File: src/hdl/crc_framed_xor_stream_cipher_assert.svh
// assertion macros used by the cipher core
// needs a clock and an active-low reset named at each use
`ifndef CRC_FRAMED_XOR_STREAM_CIPHER_ASSERT_SVH
`define CRC_FRAMED_XOR_STREAM_CIPHER_ASSERT_SVH

// condition in this cycle implies consequence in the same cycle
`define CFXSC_ASSERT_NOW(label, clk, rst_n, cond, cons) \
    label: assert property (@(posedge clk) disable iff (!rst_n) (cond) |-> (cons)) \
        else $error("cfxsc assertion failed");

// condition in this cycle implies consequence in the next cycle
`define CFXSC_ASSERT_NEXT(label, clk, rst_n, cond, cons) \
    label: assert property (@(posedge clk) disable iff (!rst_n) (cond) |=> (cons)) \
        else $error("cfxsc assertion failed");

`endif

File: src/hdl/cfxsc_pkg.sv
// shared types, codes, key table and crc byte update for the cipher
// no dependencies
package cfxsc_pkg;

    localparam int KEY_MAX        = 256;
    localparam int KEY_LENGTH_DEF = 32;

    localparam logic [31:0] CRC_ALL_ONES = 32'hFFFF_FFFF;
    localparam logic [31:0] CRC_POLY_RST = 32'hEDB8_8320;
    localparam logic [31:0] SEED_A       = 32'h9E37_79B9;
    localparam logic [31:0] SEED_B       = 32'h85EB_CA77;
    localparam logic [31:0] SEED_C       = 32'hC2B2_AE3D;
    localparam logic [31:0] SEED_D       = 32'h27D4_EB2F;

    // configuration port
    localparam int CFG_INDEX_W = 2;
    localparam int CFG_DATA_W  = 32;
    localparam logic [CFG_INDEX_W-1:0] REG_MODE     = 2'd0;
    localparam logic [CFG_INDEX_W-1:0] REG_CRC_POLY = 2'd1;

    // result kinds
    localparam logic [1:0] KIND_PAYLOAD = 2'd0;
    localparam logic [1:0] KIND_HEADER  = 2'd1;
    localparam logic [1:0] KIND_STATUS  = 2'd2;

    // verify status codes
    localparam logic [1:0] ST_OK       = 2'd0;
    localparam logic [1:0] ST_MISMATCH = 2'd1;
    localparam logic [1:0] ST_SHORT    = 2'd2;

    // one input item
    typedef struct packed {
        logic [7:0] data_byte;
        logic       byte_valid;
        logic       message_end;
    } item_t;

    typedef logic [7:0] key_rom_t [KEY_MAX];

    // xorshift and multiply step of the key generator
    function automatic logic [31:0] scramble(input logic [31:0] s_in, input logic [31:0] salt);
        logic [31:0] s;
        s = s_in + salt + SEED_C;
        s = s ^ (s << 13);
        s = s ^ (s >> 17);
        s = s ^ (s << 5);
        return 32'(s * SEED_D);
    endfunction

    // full key table, evaluated at elaboration
    function automatic key_rom_t build_key();
        key_rom_t    rom;
        logic [31:0] s;
        s = SEED_A ^ SEED_B ^ SEED_C ^ SEED_D;
        for (int i = 0; i < KEY_MAX; i++)
        begin
            s      = scramble(s, 32'(i));
            rom[i] = s[31:24];
        end
        return rom;
    endfunction

    localparam key_rom_t KEY_ROM = build_key();

    // reflected crc update by one byte
    function automatic logic [31:0] crc_byte(input logic [31:0] crc_in, input logic [7:0] b,
                                             input logic [31:0] poly);
        logic [31:0] crc;
        crc = crc_in ^ {24'd0, b};
        for (int k = 0; k < 8; k++)
        begin
            crc = crc[0] ? ((crc >> 1) ^ poly) : (crc >> 1);
        end
        return crc;
    endfunction

endpackage

File: src/hdl/cfxsc_in_stage.sv
// input register: holds one item for the core, drives the input stall
// depends on cfxsc_pkg
module cfxsc_in_stage (
    input  logic                 clk,
    input  logic                 rst_n,
    input  logic                 in_valid,
    output logic                 in_stall,
    input  cfxsc_pkg::item_t     in_item,
    output logic                 item_valid,
    output cfxsc_pkg::item_t     item,
    input  logic                 pop
);
    import cfxsc_pkg::*;

    logic  valid_reg;
    logic  valid_next;
    item_t item_reg;

    // held item blocks the port until the core retires it
    assign in_stall   = valid_reg && !pop;
    assign valid_next = in_stall ? 1'b1 : in_valid;

    assign item_valid = valid_reg;
    assign item       = item_reg;

    // valid flag
    always_ff @(posedge clk or negedge rst_n)
    begin
        if (!rst_n)
        begin
            valid_reg <= 1'b0;
        end
        else
        begin
            valid_reg <= valid_next;
        end
    end

    // item payload
    always_ff @(posedge clk)
    begin
        if (in_valid && !in_stall)
        begin
            item_reg <= in_item;
        end
    end

endmodule

File: src/hdl/cfxsc_core.sv
// message state, byte transform, crc and result register
// depends on cfxsc_pkg and the assertion macro header
module cfxsc_core #(
    parameter int KEY_LENGTH = cfxsc_pkg::KEY_LENGTH_DEF
) (
    input  logic                                 clk,
    input  logic                                 rst_n,
    input  logic                                 cfg_we,
    input  logic [cfxsc_pkg::CFG_INDEX_W-1:0]    cfg_index,
    input  logic [cfxsc_pkg::CFG_DATA_W-1:0]     cfg_data,
    input  logic                                 item_valid,
    input  cfxsc_pkg::item_t                     item,
    output logic                                 pop,
    output logic                                 out_valid,
    input  logic                                 out_stall,
    output logic [7:0]                           out_byte,
    output logic [1:0]                           byte_kind,
    output logic [1:0]                           header_index,
    output logic [1:0]                           status,
    output logic                                 last_result
);
    import cfxsc_pkg::*;

`include "crc_framed_xor_stream_cipher_assert.svh"

    localparam int KEY_IDX_W = (KEY_LENGTH > 1) ? $clog2(KEY_LENGTH) : 1;
    localparam logic [KEY_IDX_W-1:0] KEY_LAST      = KEY_IDX_W'(KEY_LENGTH - 1);
    localparam logic [KEY_IDX_W-1:0] KEY_START_ENC = KEY_IDX_W'(4 % KEY_LENGTH);
    localparam logic [7:0] HDR_KEY0 = KEY_ROM[0 % KEY_LENGTH];
    localparam logic [7:0] HDR_KEY1 = KEY_ROM[1 % KEY_LENGTH];
    localparam logic [7:0] HDR_KEY2 = KEY_ROM[2 % KEY_LENGTH];
    localparam logic [7:0] HDR_KEY3 = KEY_ROM[3 % KEY_LENGTH];

    logic                 mode_reg, mode_next;
    logic [31:0]          poly_reg, poly_next;
    logic [7:0]           frame_pos_reg, frame_pos_next;
    logic [KEY_IDX_W-1:0] key_pos_reg, key_pos_next;
    logic [2:0]           hdr_count_reg, hdr_count_next;
    logic [31:0]          crc_reg, crc_next;
    logic [31:0]          stored_reg, stored_next;
    logic                 byte_done_reg, byte_done_next;
    logic [1:0]           end_idx_reg, end_idx_next;

    logic                 out_valid_reg, out_valid_next;
    logic [7:0]           out_byte_reg, out_byte_next;
    logic [1:0]           kind_reg, kind_next;
    logic [1:0]           hidx_reg, hidx_next;
    logic [1:0]           status_reg, status_next;
    logic                 last_reg, last_next;

    logic                 out_free;
    logic                 adv;
    logic                 do_byte;
    logic                 restart;
    logic                 restart_mode;
    logic [7:0]           rom_addr;
    logic [7:0]           xbyte;
    logic [31:0]          crc_final;
    logic [7:0]           crc_lane;
    logic [7:0]           hdr_key;
    logic [7:0]           crc_in_byte;

    assign out_free    = !out_valid_reg || !out_stall;
    assign adv         = item_valid && out_free;
    assign do_byte     = item.byte_valid && !byte_done_reg;
    assign rom_addr    = 8'(key_pos_reg);
    assign xbyte       = item.data_byte ^ KEY_ROM[rom_addr] ^ frame_pos_reg;
    assign crc_final   = crc_reg ^ CRC_ALL_ONES;
    assign crc_lane    = crc_final[{end_idx_reg, 3'b000} +: 8];
    assign crc_in_byte = mode_reg ? item.data_byte : xbyte;

    // key byte for each header position
    always_comb
    begin
        case (end_idx_reg)
            2'd0:    hdr_key = HDR_KEY0;
            2'd1:    hdr_key = HDR_KEY1;
            2'd2:    hdr_key = HDR_KEY2;
            2'd3:    hdr_key = HDR_KEY3;
            default: hdr_key = HDR_KEY0;
        endcase
    end

    // item processing: one byte, one header byte or one status per cycle while the output is free
    always_comb
    begin
        mode_next      = mode_reg;
        poly_next      = poly_reg;
        frame_pos_next = frame_pos_reg;
        key_pos_next   = key_pos_reg;
        hdr_count_next = hdr_count_reg;
        crc_next       = crc_reg;
        stored_next    = stored_reg;
        byte_done_next = byte_done_reg;
        end_idx_next   = end_idx_reg;
        out_valid_next = out_valid_reg && out_stall;
        out_byte_next  = out_byte_reg;
        kind_next      = kind_reg;
        hidx_next      = hidx_reg;
        status_next    = status_reg;
        last_next      = last_reg;
        pop            = 1'b0;
        restart        = 1'b0;
        restart_mode   = mode_reg;

        if (adv && do_byte)
        begin
            // data byte
            if (mode_reg || hdr_count_reg[2])
            begin
                crc_next       = crc_byte(crc_reg, crc_in_byte, poly_reg);
                out_valid_next = 1'b1;
                out_byte_next  = xbyte;
                kind_next      = KIND_PAYLOAD;
                hidx_next      = 2'd0;
                status_next    = ST_OK;
                last_next      = 1'b0;
            end
            else
            begin
                stored_next[{hdr_count_reg[1:0], 3'b000} +: 8] = xbyte;
                hdr_count_next = hdr_count_reg + 3'd1;
            end
            frame_pos_next = frame_pos_reg + 8'd1;
            key_pos_next   = (key_pos_reg == KEY_LAST) ? '0 : key_pos_reg + KEY_IDX_W'(1);
            if (item.message_end)
            begin
                byte_done_next = 1'b1;
            end
            else
            begin
                pop = 1'b1;
            end
        end
        else if (adv && item.message_end)
        begin
            out_valid_next = 1'b1;
            hidx_next      = 2'd0;
            status_next    = ST_OK;
            out_byte_next  = 8'd0;
            if (mode_reg)
            begin
                // encrypted checksum bytes, positions 0 to 3
                out_byte_next = crc_lane ^ hdr_key ^ {6'd0, end_idx_reg};
                kind_next     = KIND_HEADER;
                hidx_next     = end_idx_reg;
                last_next     = (end_idx_reg == 2'd3);
                end_idx_next  = end_idx_reg + 2'd1;
                if (end_idx_reg == 2'd3)
                begin
                    pop     = 1'b1;
                    restart = 1'b1;
                end
            end
            else
            begin
                // verify status
                kind_next = KIND_STATUS;
                last_next = 1'b1;
                if (!hdr_count_reg[2])
                begin
                    status_next = ST_SHORT;
                end
                else if (crc_final != stored_reg)
                begin
                    status_next = ST_MISMATCH;
                end
                pop     = 1'b1;
                restart = 1'b1;
            end
        end
        else if (adv)
        begin
            // empty item
            pop = 1'b1;
        end

        if (pop)
        begin
            byte_done_next = 1'b0;
            end_idx_next   = 2'd0;
        end

        // configuration writes
        if (cfg_we && cfg_index == REG_MODE)
        begin
            mode_next    = cfg_data[0];
            restart      = 1'b1;
            restart_mode = cfg_data[0];
        end
        if (cfg_we && cfg_index == REG_CRC_POLY)
        begin
            poly_next = cfg_data;
        end

        // message state back to its start values
        if (restart)
        begin
            frame_pos_next = restart_mode ? 8'd4 : 8'd0;
            key_pos_next   = restart_mode ? KEY_START_ENC : '0;
            hdr_count_next = 3'd0;
            crc_next       = CRC_ALL_ONES;
            stored_next    = 32'd0;
        end
    end

    // control and message state
    always_ff @(posedge clk or negedge rst_n)
    begin
        if (!rst_n)
        begin
            mode_reg      <= 1'b0;
            poly_reg      <= CRC_POLY_RST;
            frame_pos_reg <= 8'd0;
            key_pos_reg   <= '0;
            hdr_count_reg <= 3'd0;
            crc_reg       <= CRC_ALL_ONES;
            stored_reg    <= 32'd0;
            byte_done_reg <= 1'b0;
            end_idx_reg   <= 2'd0;
            out_valid_reg <= 1'b0;
        end
        else
        begin
            mode_reg      <= mode_next;
            poly_reg      <= poly_next;
            frame_pos_reg <= frame_pos_next;
            key_pos_reg   <= key_pos_next;
            hdr_count_reg <= hdr_count_next;
            crc_reg       <= crc_next;
            stored_reg    <= stored_next;
            byte_done_reg <= byte_done_next;
            end_idx_reg   <= end_idx_next;
            out_valid_reg <= out_valid_next;
        end
    end

    // result payload
    always_ff @(posedge clk)
    begin
        out_byte_reg <= out_byte_next;
        kind_reg     <= kind_next;
        hidx_reg     <= hidx_next;
        status_reg   <= status_next;
        last_reg     <= last_next;
    end

    assign out_valid    = out_valid_reg;
    assign out_byte     = out_byte_reg;
    assign byte_kind    = kind_reg;
    assign header_index = hidx_reg;
    assign status       = status_reg;
    assign last_result  = last_reg;

    // checks
    `CFXSC_ASSERT_NOW(a_enc_no_header_count, clk, rst_n, mode_reg, hdr_count_reg == 3'd0)
    `CFXSC_ASSERT_NOW(a_last_header_idx, clk, rst_n, out_valid_reg && last_reg && kind_reg == KIND_HEADER, hidx_reg == 2'd3)
    `CFXSC_ASSERT_NOW(a_status_only_kind, clk, rst_n, out_valid_reg && kind_reg != KIND_STATUS, status_reg == ST_OK)
    `CFXSC_ASSERT_NEXT(a_end_restarts, clk, rst_n, pop && item.message_end && !cfg_we, crc_reg == CRC_ALL_ONES && hdr_count_reg == 3'd0)

endmodule

File: src/hdl/crc_framed_xor_stream_cipher.sv
// top level of the crc framed xor stream cipher
// depends on cfxsc_pkg, cfxsc_in_stage and cfxsc_core
//
//   port group   handshake              payload
//   input        in_valid / in_stall    data_byte, byte_valid, message_end
//   output       out_valid / out_stall  out_byte, byte_kind, header_index, status, last_result
//   config       cfg_we                 cfg_index, cfg_data
//
// one item per cycle through an input register and a result register while out_stall is low
// an encrypt message end gives one result per checksum byte; a byte with
// an end mark gives its byte result before its end results
// reset is asynchronous; results are held while out_stall is high and the
// input stalls while the input register holds an item the core does not retire
module crc_framed_xor_stream_cipher #(
    parameter int KEY_LENGTH = cfxsc_pkg::KEY_LENGTH_DEF
) (
    input  logic                              clk,
    input  logic                              rst_n,
    input  logic                              cfg_we,
    input  logic [cfxsc_pkg::CFG_INDEX_W-1:0] cfg_index,
    input  logic [cfxsc_pkg::CFG_DATA_W-1:0]  cfg_data,
    input  logic                              in_valid,
    output logic                              in_stall,
    input  logic [7:0]                        data_byte,
    input  logic                              byte_valid,
    input  logic                              message_end,
    output logic                              out_valid,
    input  logic                              out_stall,
    output logic [7:0]                        out_byte,
    output logic [1:0]                        byte_kind,
    output logic [1:0]                        header_index,
    output logic [1:0]                        status,
    output logic                              last_result
);
    import cfxsc_pkg::*;

    item_t in_item;
    item_t item;
    logic  item_valid;
    logic  pop;

    assign in_item.data_byte   = data_byte;
    assign in_item.byte_valid  = byte_valid;
    assign in_item.message_end = message_end;

    // input register
    cfxsc_in_stage u_in_stage (
        .clk        (clk),
        .rst_n      (rst_n),
        .in_valid   (in_valid),
        .in_stall   (in_stall),
        .in_item    (in_item),
        .item_valid (item_valid),
        .item       (item),
        .pop        (pop)
    );

    // transform, crc and results
    cfxsc_core #(
        .KEY_LENGTH (KEY_LENGTH)
    ) u_core (
        .clk          (clk),
        .rst_n        (rst_n),
        .cfg_we       (cfg_we),
        .cfg_index    (cfg_index),
        .cfg_data     (cfg_data),
        .item_valid   (item_valid),
        .item         (item),
        .pop          (pop),
        .out_valid    (out_valid),
        .out_stall    (out_stall),
        .out_byte     (out_byte),
        .byte_kind    (byte_kind),
        .header_index (header_index),
        .status       (status),
        .last_result  (last_result)
    );

endmodule
File: config.mk
export PLATFORM = sky130hd
export DESIGN_NAME = crc_framed_xor_stream_cipher
export DESIGN_NICKNAME = d
export VERILOG_FILES = /design/src/hdl/cfxsc_pkg.sv /design/src/hdl/cfxsc_in_stage.sv /design/src/hdl/cfxsc_core.sv /design/src/hdl/crc_framed_xor_stream_cipher.sv
export VERILOG_INCLUDE_DIRS = /design/src /design/src/hdl
export SDC_FILE = /design/constraint.sdc
export NUM_CORES = 1
export LEC_CHECK = 0
export BUFFER_PORTS_ARGS = -buffer_cell sky130_fd_sc_hd__buf_2
export CAP_MARGIN = 20
export CORE_ASPECT_RATIO = 0.7
export CORE_MARGIN = 2
export CORE_UTILIZATION = 55
export CTS_CLUSTER_DIAMETER = 60
export DETAILED_ROUTE_END_ITERATION = 6
export PLACE_DENSITY = 0.8
export SLEW_MARGIN = 20
export SYNTH_ARGS = -nofsm -noshare
export SYNTH_HDL_FRONTEND = slang
export SYNTH_SLANG_ARGS = --single-unit
File: constraint.sdc
create_clock -name clk -period 9.25 [get_ports clk]
set_input_delay 0.4625 -clock clk [delete_from_list [all_inputs] [get_ports clk]]
set_output_delay 0.4625 -clock clk [all_outputs]
set_load 0.01 [all_outputs]
==> impl_metrics.tcl <==
set metrics [dict create \
    synth_seq_cells 143 \
    cts_buffers 17 \
    chipHeight_um 126.1 \
    grtUsageMet2_pct 39.43 \
    synthCells 1345 \
    finClkSkew_ns 0.009833 \
    holdBufCountCts 0 \
    grt_setup_unrepaired "no" \
    n_antenna_cell 0 \
    hold_viol_final 0 \
    cts_num_sinks 143 \
    path_class "reg -> reg" \
    grt_overflow 0 \
    yosysUniqueCellTypes 84 \
    clock.fmax_ghz 0.1581 \
    synth-async-reset-ratio_pct 82.52 \
    synth_fp_nets 1412 \
    viasPerCell 5.965 \
    setup_violations 0 \
    worstMarginPinSlew_ns 0.9925 \
    drv_cap 0 \
    met1_usage_pct 44.01 \
    vias 9764 \
    synthesis.area_sq_um 11720 \
    yosys.area.top_type "xnor2_1" \
    globalplace.congestion 0.9462 \
    clk-insertion-delay-late_ns 0.45 \
    post_cts_buffers 0 \
    worstPathArrival_ns 6.67 \
    cts_buffer_depth 2 \
    area_delta_synth_final_pct 8.763 \
    nFillCells 1755 \
    syn_avg_cell_area_sq_um 8.716 \
    cts_resized 0 \
    fin_setup_tns_ns 0 \
    post-route-period-util_pct 68.37 \
    timing.slew.headroom_pct 33.83 \
    hold_class "in -> async" \
    drtAntennaViolNets 0 \
    grt_first_pass_wirelength_um 49380 \
    crit_fanout 18 \
    grt_pass1_vias 8845 \
    drt-pass1-iter-count 6 \
    antenna_found_initial 0 \
    start_util_pct 56.33 \
    synth_area_leaders "xnor2_1 (17%), dfrtp_1 (15%), dfstp_2 (10%), nand2_1 (9.5%), edfxtp_1 (6.4%)" \
    top_usage_layer "met1" \
    wl_per_cell_um 18.87 \
    ff_latch_area_sq_um 3761 \
    layout-drive-gt1-share_pct 18.81 \
    route.detailed.drc 0 \
    status "finished, final reports clean" \
    synth_edf_count 25 \
    multi_input_area_sq_um 7518 \
    root_buffer "clkbuf_16" \
    period_minus_slack_ns 6.324 \
    rows 44 \
    routed_wl_um 30880 \
    ctsHtreeMaxLevel 4 \
    nets 1415 \
    synth_common_cells "nand2_1 (298), xnor2_1 (229), xor2_1 (79)" \
    synth_most_common_cell "nand2_1" \
    dieArea_sq_um 22520 \
    yosysWarnings 0 \
    clk_pin_slew_ns 0.07 \
    dpl.hpwl_um 21820 \
    yosys.area.top_type_share_pct 17.11 \
    synth_seq_area_share_pct 32.08 \
    synth_flop_cell "dfrtp_1" \
    grt_max_degree 73 \
    crit_required_ns 9.59 \
    start_kind "flop" \
    cts_tree "built" \
    grt_use_total_pct 28.36 \
    endpoint_kind "flop" \
    grt_use_met3_pct 6.371 \
    port_buffers 65 \
    coreArea_sq_um 20810 \
    drt-initial-drc-count 1198 \
    ios 66 \
    drv_slew 0 \
    die_w_um 178.5 \
]
==> stage by stage <==
step	cells	util, %	setup WS [ns]	area [sq um]	hold slack (ns)
5_1_grt	1637	61.27	2.619	12750	0.05948
3_3_place_gp	1604	58.30	3.291	12130	0.4832
2_1_floorplan	1345	-	4.236	11720	0.1669
6_report	1637	61.27	2.926	12750	0.01151
3_5_place_dp	1604	58.30	2.909	12130	0.4901
4_1_cts	1636	61.14	2.859	12720	0.03448
==> critical path, stage by stage (launching register included) <==
cell,delay (ns)
dfrtp_1,0.72
inv_1,0.22
ha_1,0.39
nand2b_1,0.22
a21o_1,0.34
or4_4,0.59
nand4_1,0.26
a21oi_1,0.13
a221oi_2,0.49
mux2i_1,0.32
xor2_2,0.39
xor2_2,0.15
xnor2_1,0.39
a211oi_2,0.10
a311oi_2,0.50
xnor2_4,0.34
buf_16,0.23
nand2_2,0.06
xnor2_1,0.23
o211ai_1,0.12
==> layout make-up <==
class,count,share of cell area (%)
multi-input combinational,1087,58.97
sequential,143,29.50
clock buffer,19,3.729
timing repair buffer,81,3.670
tap,276,2.709
clock inverter,13,0.8930
inverter,18,0.5299
==> per-layer routing <==
| metal | share of wire, % | vias to the layer above |
|---|---|---|
| met5 | 0 | - |
| met4 | 1.6 | 0 |
| met3 | 10 | 51 |
| met2 | 42 | 498 |
| met1 | 46 | 4687 |
| li1 | - | 4528 |
==> cells in the final DEF, fill, tap and decap left out, types with 10 or more instances in the layout <==
cell type,count
nand2_2,16
buf_4,16
and3_1,10
mux2_2,35
inv_1,17
ha_1,18
dfrtp_1,72
edfxtp_1,25
clkbuf_16,19
xor2_1,78
nor2_1,56
nand2b_1,12
mux2i_1,11
o211ai_1,28
dfstp_2,46
a21oi_1,39
buf_2,64
nand2_1,298
a22o_1,14
o21ai_0,44
mux4_2,10
xnor2_1,226
nand3_1,16
nor3_1,16
nand4_1,25
==> final timing paths <==
kind / from / endpoint / slack [ns] / cells after the start
min in group clk: data_byte[7] / u_in_stage.item[9] / 0.19 / 1
max: u_core.key_pos_reg[1] / u_core.crc_reg[11] / 2.93 / 19
max reg2reg: u_core.key_pos_reg[1] / u_core.crc_reg[11] / 2.93 / 19
max in group asynchronous: rst_n / u_core.poly_reg[25] / 7.87 / 2
min reg2reg: u_core.stored_reg[25] / u_core.stored_reg[25] / 0.51 / 2
min: rst_n / u_core.out_valid / 0.01 / 1
==> logic make-up (layout without fill, tap and decap cells) <==
| logic type | count (synthesis) | after routing | synth area share (%) |
|---|---|---|---|
| simple gates | 503 | 503 | 19.75 |
| xor+xnor | 315 | 315 | 24.13 |
| compound gates | 194 | 194 | 11.53 |
| flops | 143 | 143 | 32.08 |
| buf+inv | 115 | 131 | 4.248 |
| mux | 57 | 57 | 6.340 |
| fa+ha+maj | 18 | 18 | 1.921 |
Power is not shown: default switching activity piles up to over one toggle a cycle in this logic, so the estimate is an artifact.
